$ cat src/rtl/smf_pkg.sv
// Shared types and constants for the selection mask feather block.
`timescale 1ns / 1ps

package smf_pkg;

   localparam int CFG_BITS   = 9;
   localparam int COORD_BITS = 8;
   localparam int DIV_STEP   = 8;

   localparam logic [2:0] OP_WRITE   = 3'd0;
   localparam logic [2:0] OP_READ    = 3'd1;
   localparam logic [2:0] OP_INVERT  = 3'd2;
   localparam logic [2:0] OP_FILL    = 3'd3;
   localparam logic [2:0] OP_DROP    = 3'd4;
   localparam logic [2:0] OP_FEATHER = 3'd5;

   localparam logic REG_GRID_WIDTH  = 1'b0;
   localparam logic REG_GRID_HEIGHT = 1'b1;

   typedef enum logic [3:0] {
      ST_IDLE,
      ST_SWEEP,
      ST_POKE,
      ST_PEEK,
      ST_PEEK_DATA,
      ST_FSELF,
      ST_FRIGHT,
      ST_FUP,
      ST_FDOWN,
      ST_FLAST,
      ST_FDIV,
      ST_FWRITE,
      ST_FINISH
   } state_type;

   typedef enum logic [1:0] {
      SW_CLEAR,
      SW_FILL,
      SW_INVERT
   } sweep_type;

endpackage

$ cat src/rtl/smf_div.sv
// Iterative divider of a pixel sum by a neighbour count of one to five.
`timescale 1ns / 1ps

module smf_div
   import smf_pkg::*;
#(
   parameter int NUM_BITS = 19,
   parameter int QUO_BITS = 16
) (
   input  logic                clock,
   input  logic                reset,
   input  logic                start,
   input  logic [NUM_BITS-1:0] numer,
   input  logic [2:0]          denom,
   output logic                done,
   output logic [QUO_BITS-1:0] quot
);

   localparam int CYCLES   = (NUM_BITS + DIV_STEP - 1) / DIV_STEP;
   localparam int PAD      = CYCLES * DIV_STEP;
   localparam int CNT_BITS = (CYCLES > 1) ? $clog2(CYCLES) : 1;

   logic               busy_ff, busy_in;
   logic [CNT_BITS-1:0] cnt_ff, cnt_in;
   logic [PAD-1:0]     num_ff, num_in;
   logic [PAD-1:0]     quo_ff, quo_in;
   logic [2:0]         rem_ff, rem_in;
   logic [2:0]         den_ff, den_in;
   logic [PAD-1:0]     num_v, quo_v;
   logic [2:0]         rem_v;

   always_comb begin
      logic [3:0] part_v;
      logic       bit_v;
      num_v = num_ff;
      rem_v = rem_ff;
      quo_v = quo_ff;
      for (int i = 0; i < DIV_STEP; i++) begin
         part_v = {rem_v, num_v[PAD-1]};
         if (part_v >= {1'b0, den_ff}) begin
            rem_v = 3'(part_v - {1'b0, den_ff});
            bit_v = 1'b1;
         end else begin
            rem_v = part_v[2:0];
            bit_v = 1'b0;
         end
         num_v = {num_v[PAD-2:0], 1'b0};
         quo_v = {quo_v[PAD-2:0], bit_v};
      end
   end

   assign done = busy_ff && (cnt_ff == CNT_BITS'(CYCLES - 1));
   assign quot = quo_ff[QUO_BITS-1:0];

   always_comb begin
      busy_in = busy_ff;
      cnt_in  = cnt_ff;
      num_in  = num_ff;
      quo_in  = quo_ff;
      rem_in  = rem_ff;
      den_in  = den_ff;
      if (start) begin
         busy_in = 1'b1;
         cnt_in  = '0;
         num_in  = PAD'(numer);
         quo_in  = '0;
         rem_in  = '0;
         den_in  = denom;
      end else if (busy_ff) begin
         num_in = num_v;
         quo_in = quo_v;
         rem_in = rem_v;
         cnt_in = CNT_BITS'(cnt_ff + CNT_BITS'(1));
         if (done) begin
            busy_in = 1'b0;
         end
      end
   end

   always_ff @(posedge clock) begin
      if (reset) begin
         busy_ff <= 1'b0;
      end else begin
         busy_ff <= busy_in;
      end
   end

   always_ff @(posedge clock) begin
      cnt_ff <= cnt_in;
      num_ff <= num_in;
      quo_ff <= quo_in;
      rem_ff <= rem_in;
      den_ff <= den_in;
   end

endmodule

$ cat config.mk
export PLATFORM = sky130hd
export DESIGN_NAME = smf_div
export DESIGN_NICKNAME = d
export VERILOG_FILES = /design/src/rtl/smf_pkg.sv /design/src/rtl/smf_div.sv
export SDC_FILE = /design/constraint.sdc
export NUM_CORES = 1
export LEC_CHECK = 0
export ABC_AREA = 1
export BUFFER_PORTS_ARGS = -buffer_cell sky130_fd_sc_hd__buf_2
export CORE_MARGIN = 4
export CORE_UTILIZATION = 50
export DETAILED_ROUTE_END_ITERATION = 10
export PLACE_DENSITY_LB_ADDON = 0.12
export SYNTH_ARGS = -nofsm -noshare
export SYNTH_HDL_FRONTEND = slang
export SYNTH_SLANG_ARGS = --single-unit
$ cat constraint.sdc
create_clock -name clock -period 18.25 [get_ports clock]
set_input_delay 1.825 -clock clock [delete_from_list [all_inputs] [get_ports clock]]
set_output_delay 1.825 -clock clock [all_outputs]
set_load 0.005 [all_outputs]
== Word level (Yosys, flattened, before mapping) ==
Cells that the tools add are included.

* Output and inout port bits: 17
* Bits of input ports: 25
* Register bits after elaboration: 49
* Logic and storage cells: 48

* Reduce and logical (&&, ||, !) cells: 2
* $add $sub $neg: 9
* Magnitude comparators: 8
* Multiplexer cells: 21
* Eq/ne operators: 1

{| class="wikitable"
|+ Operators by type and width
! cell !! count
|-
| $mux 19 || 2
|-
| $ge 4x3->1 || 8
|-
| $mux 3 || 8
|-
| $sub 3x3->3 || 8
|-
| $mux 1 || 11
|-
| $add 2x1->2 const B || 1
|-
| $eq 2x2->1 const B || 1
|-
| $reduce_bool 2->1 || 1
|-
| $logic_and 1x1->1 || 1
|}

== Longest topological paths before layout ==
* Word-level depth: 16
* Gate-level depth with buffers: 70
* Mapped depth without buffers: 70

== Least setup slack after synthesis ==
OpenSTA, ideal clock, no wires.

* Path type: register -> register
* Start point: register den_ff[1]
* End point: register rem_ff[1]
* Cell stages (with the launch flop): 66
* Slack: 9.069 ns
* Period minus slack after synthesis: 9.181 ns
* Data arrival time: 9.067 ns
* Path buffers: 0
* Setup time: 0.113 ns
* Data required time: 18.137 ns
* Path through: edfxtp_1 -> inv_1 -> fa_1 -> nand2_1 -> nand2_1 -> nor2_2 -> nand2_1 -> o21ai_1 -> inv_1 -> fa_1 -> o21bai_1 -> nor2_1 -> nand3_2 -> nand2_1 -> nand2_1 -> inv_1 -> fa_1 -> nor2_1 -> [... 30 more ...] -> nand2_1 -> ha_1 -> inv_1 -> o21ai_0 -> a31oi_1 -> inv_1 -> nor2_2 -> nand3_1 -> nand2_1 -> inv_1 -> fa_1 -> a21o_1 -> a21oi_1 -> inv_1 -> nor2_1 -> nand3_1 -> nand3_1 -> nand2_1

* Cells in the longest elaborated chain, start to end: 16
* Elaborated cells on any way between the ends: 24
* Classes of those cells: 8 x add/sub; 8 x order compare; 8 x mux

{| class="wikitable"
|+ Ends and longest elaborated chain
! what !! line !! source
|-
| from (decl) || smf_div.sv:28 || <nowiki>logic [2:0] den_ff, den_in;</nowiki>
|-
| from (signal assigned) || smf_div.sv:93 || <nowiki>den_ff <= den_in;</nowiki>
|-
| $ge 4x3->1 or $sub 3x3->3 (tied branches) || smf_div.sv:40, smf_div.sv:41 ||
|-
| $mux 3 || smf_div.sv:40 || <nowiki>if (part_v >= {1'b0, den_ff}) begin</nowiki>
|-
| $ge 4x3->1 or $sub 3x3->3 (tied branches) || smf_div.sv:40, smf_div.sv:41 ||
|-
| $mux 3 || smf_div.sv:40 ||
|-
| $ge 4x3->1 or $sub 3x3->3 (tied branches) || smf_div.sv:40, smf_div.sv:41 ||
|-
| $mux 3 || smf_div.sv:40 ||
|-
| $ge 4x3->1 or $sub 3x3->3 (tied branches) || smf_div.sv:40, smf_div.sv:41 ||
|-
| $mux 3 || smf_div.sv:40 ||
|-
| $ge 4x3->1 or $sub 3x3->3 (tied branches) || smf_div.sv:40, smf_div.sv:41 ||
|-
| $mux 3 || smf_div.sv:40 ||
|-
| $ge 4x3->1 or $sub 3x3->3 (tied branches) || smf_div.sv:40, smf_div.sv:41 ||
|-
| $mux 3 || smf_div.sv:40 ||
|-
| $ge 4x3->1 or $sub 3x3->3 (tied branches) || smf_div.sv:40, smf_div.sv:41 ||
|-
| $mux 3 || smf_div.sv:40 ||
|-
| $ge 4x3->1 or $sub 3x3->3 (tied branches) || smf_div.sv:40, smf_div.sv:41 ||
|-
| $mux 3 (*) || smf_div.sv:40 ||
|-
| to (signal assigned) || smf_div.sv:92 || <nowiki>rem_ff <= rem_in;</nowiki>
|-
| to (decl) || smf_div.sv:27 || <nowiki>logic [2:0] rem_ff, rem_in;</nowiki>
|}

Mark *: on every way between the ends. The rest lies on a longest branch, timed or not.
A chain may end at the register's enable or synchronous reset.

== Worst setup path in the final report ==
* Start point: register den_ff[1]
* End point: register rem_ff[2]

Same word-level chain as after synthesis.

==> metrics.txt <==
status completed; ANT cells 0; via count 2485; GRT Residual Overflow 0; mux contribution to synthesized area 0; crit path capture type flop; most common cell after layout, fill and taps aside nand2_1; CP arrival 10.68 ns; CP Capture Point rem_ff[2]$_SDFFE_PP0P_; Slowest cell on crit path edfxtp_1; Max Fclk 95.5 MHz; syn_nets 464; largest cells by area after synthesis edfxtp_1, dfxtp_1, nand2_1; largest family of logic cells by synthesized area simple AND/OR/NAND/NOR gates; worst skew pair latency 0.30 ns; overall routing resource usage 0.185; GRT busiest layer met2; unrepaired setup endpoints after global routing false; Mapped Area 3240 um^2; Startpoint Class flop; number of synthesized flops with an enable pin 22; adder-cell share of the synthesized area 0.146; relative slew slack 0.233; Post-Route WL 6.55 mm; Crit Path Category reg -> reg; Critical Path Source den_ff[1]$_DFFE_PP_; number of global-route vias before repair 2472; GR Util met1 0.252; Placed Cells 502; GP Congestion 0.879; Worst-Margin Slew 1.15 ns; port bufs 41; number of max-cap violations 0; register area share after synthesis 0.370; initial core utilization 0.514; post-route design area 3490 um^2; Worst Path Max Fanout 10; cell taking the most area after synthesis edfxtp_1; Clock Tree Buf Depth 2; hold_sp num_ff[13]$_DFFE_PP_; Yosys top cell area share 0.204; synth-to-layout area growth 7.64%; Filler cells 627; GR Util met2 0.301; Synth Instances 406; Yosys reg bits 49; Worst-path clk slew 0.09 ns; largest net degree at the start of global routing 33; net total in the final layout 490; Core ar. 6310 um^2; worst reg-to-reg setup slack 7.78 ns; die width 88.5 um; htree depth 2; simple-gate share of the synthesized area 0.267; Synth Warn # 0; dpl hpwl 4.96 mm; Worst Clk Skew 0.00625 ns; final core utilization 0.553; Setup TNS 0 ns; DP Area 3400 um^2; first-pass GRT wire length 11.3 mm; # Post-CTS Setup Buffers 0; WP data required 18.46 ns; Ports 42; post-DR vias/cell 4.87; R2R Path Start den_ff[1]$_DFFE_PP_; most frequent cells in the layout nand2_1, inv_1, buf_2; Post-synth ARST share 0; CTS resizes 0; hold-fix buffer count after cts 0; clock sinks 49; Die H 88.5 um; antenna violations before repair 0; Hold Path Cell Cnt 2; Worst Hold Class reg -> reg; most frequent CP cell nand2_1; top_reg_cell synth dfxtp_1; crit path time final 10.47 ns; fin crit share 0.574; Synth Area in XOR/XNOR 0.0216; FP Rows 29; final setup violation count 0; R2R depth 65; FF-to-FF End rem_ff[2]$_SDFFE_PP0P_; Slew Limit Fails 0; Die Footprint 7840 um^2; fin cells 510; Pre-antenna DRT Iters 4; Worst path max stage delay 0.72 ns; DR WL/cell 12.8 um; post-synthesis compound-gate area fraction 0.0640; CTS tree yes; Final Hold Viols 0; Netlist cell types 27; Avg Inst Size Synth 7.99 um^2; root buffer cell clkbuf_8; grt met3 use 0.0345; DRC Markers 0; layout cells sized above 1 0.166; initial drt markers 108; CTS Buf Count 5; DRT antenna net count 0
final cells by class:
class / instances / area, um^2 / share of cell area
flip-flops and latches: 49 / 1200 / 0.344
repair buffers: 42 / 213 / 0.0609
well taps: 77 / 96.3 / 0.0276
inverters: 74 / 278 / 0.0796
clock buffers: 5 / 68.8 / 0.0197
clock inverters: 3 / 17.5 / 0.00502
multi-input cells: 260 / 1620 / 0.463
how the worst min path moves through the flow:
stage,to
floorplan,num_ff[19]$_SDFFE_PP0P_
global placement,num_ff[22]$_SDFFE_PP0P_
detailed placement,num_ff[21]$_SDFFE_PP0P_
CTS,num_ff[21]$_SDFFE_PP0P_
global route,quo_ff[11]$_SDFFE_PP0P_
finish,num_ff[21]$_SDFFE_PP0P_
synthesized netlist by cell type, drive strengths merged, types with 2 or more instances:
| cell type | n |
|---|---|
| edfxtp | 22 |
| ha | 25 |
| xnor2 | 7 |
| dfxtp | 27 |
| o21ai | 28 |
| nand3 | 28 |
| inv | 74 |
| o22ai | 2 |
| nand2 | 124 |
| a21oi | 4 |
| clkbuf | 6 |
| nand4 | 5 |
| nor2 | 23 |
| buf | 17 |
| a31oi | 2 |
| fa | 8 |
state kept, by name, indices dropped and copies added (netlist names):
name	cells
rem_ff	3
cnt_ff	2
num_ff	24
den_ff	3
busy_ff	1
quo_ff	16
critical path: cells and delay by family (launching register included):
kind            cells  cell delay, ns
flops               1            0.72
compound gates      8            1.42
buf+inv            14            1.35
fa+ha+maj           8            3.35
simple gates       35            3.48
kinds of logic after synthesis:
group | count (synthesis)
DFF | 49
AOI/OAI and AO/OA | 39
buffers and inverters | 97
xor gates and xnor gates | 8
and+or+nand+nor | 180
adders and majority gates | 33
stage by stage:
stage | hold slack (ns) | setup slack (ns)
CTS | 0.462 | 7.68
detailed placement | 0.436 | 7.70
floorplan | 0.422 | 9.07
finish | 0.459 | 7.78
global route | 0.498 | 6.58
global placement | 0.427 | 7.98
per-layer routing:
layer / part of all wire / vias to the layer above
li1: - / 1304
met1: 0.49 / 1130
met2: 0.46 / 45
met3: 0.038 / 6
met4: 0.014 / 0
met5: 0 / -
Power is left out: the tool's default activity adds up to more than one toggle a clock period on the data nets, which glitch-free logic cannot reach.
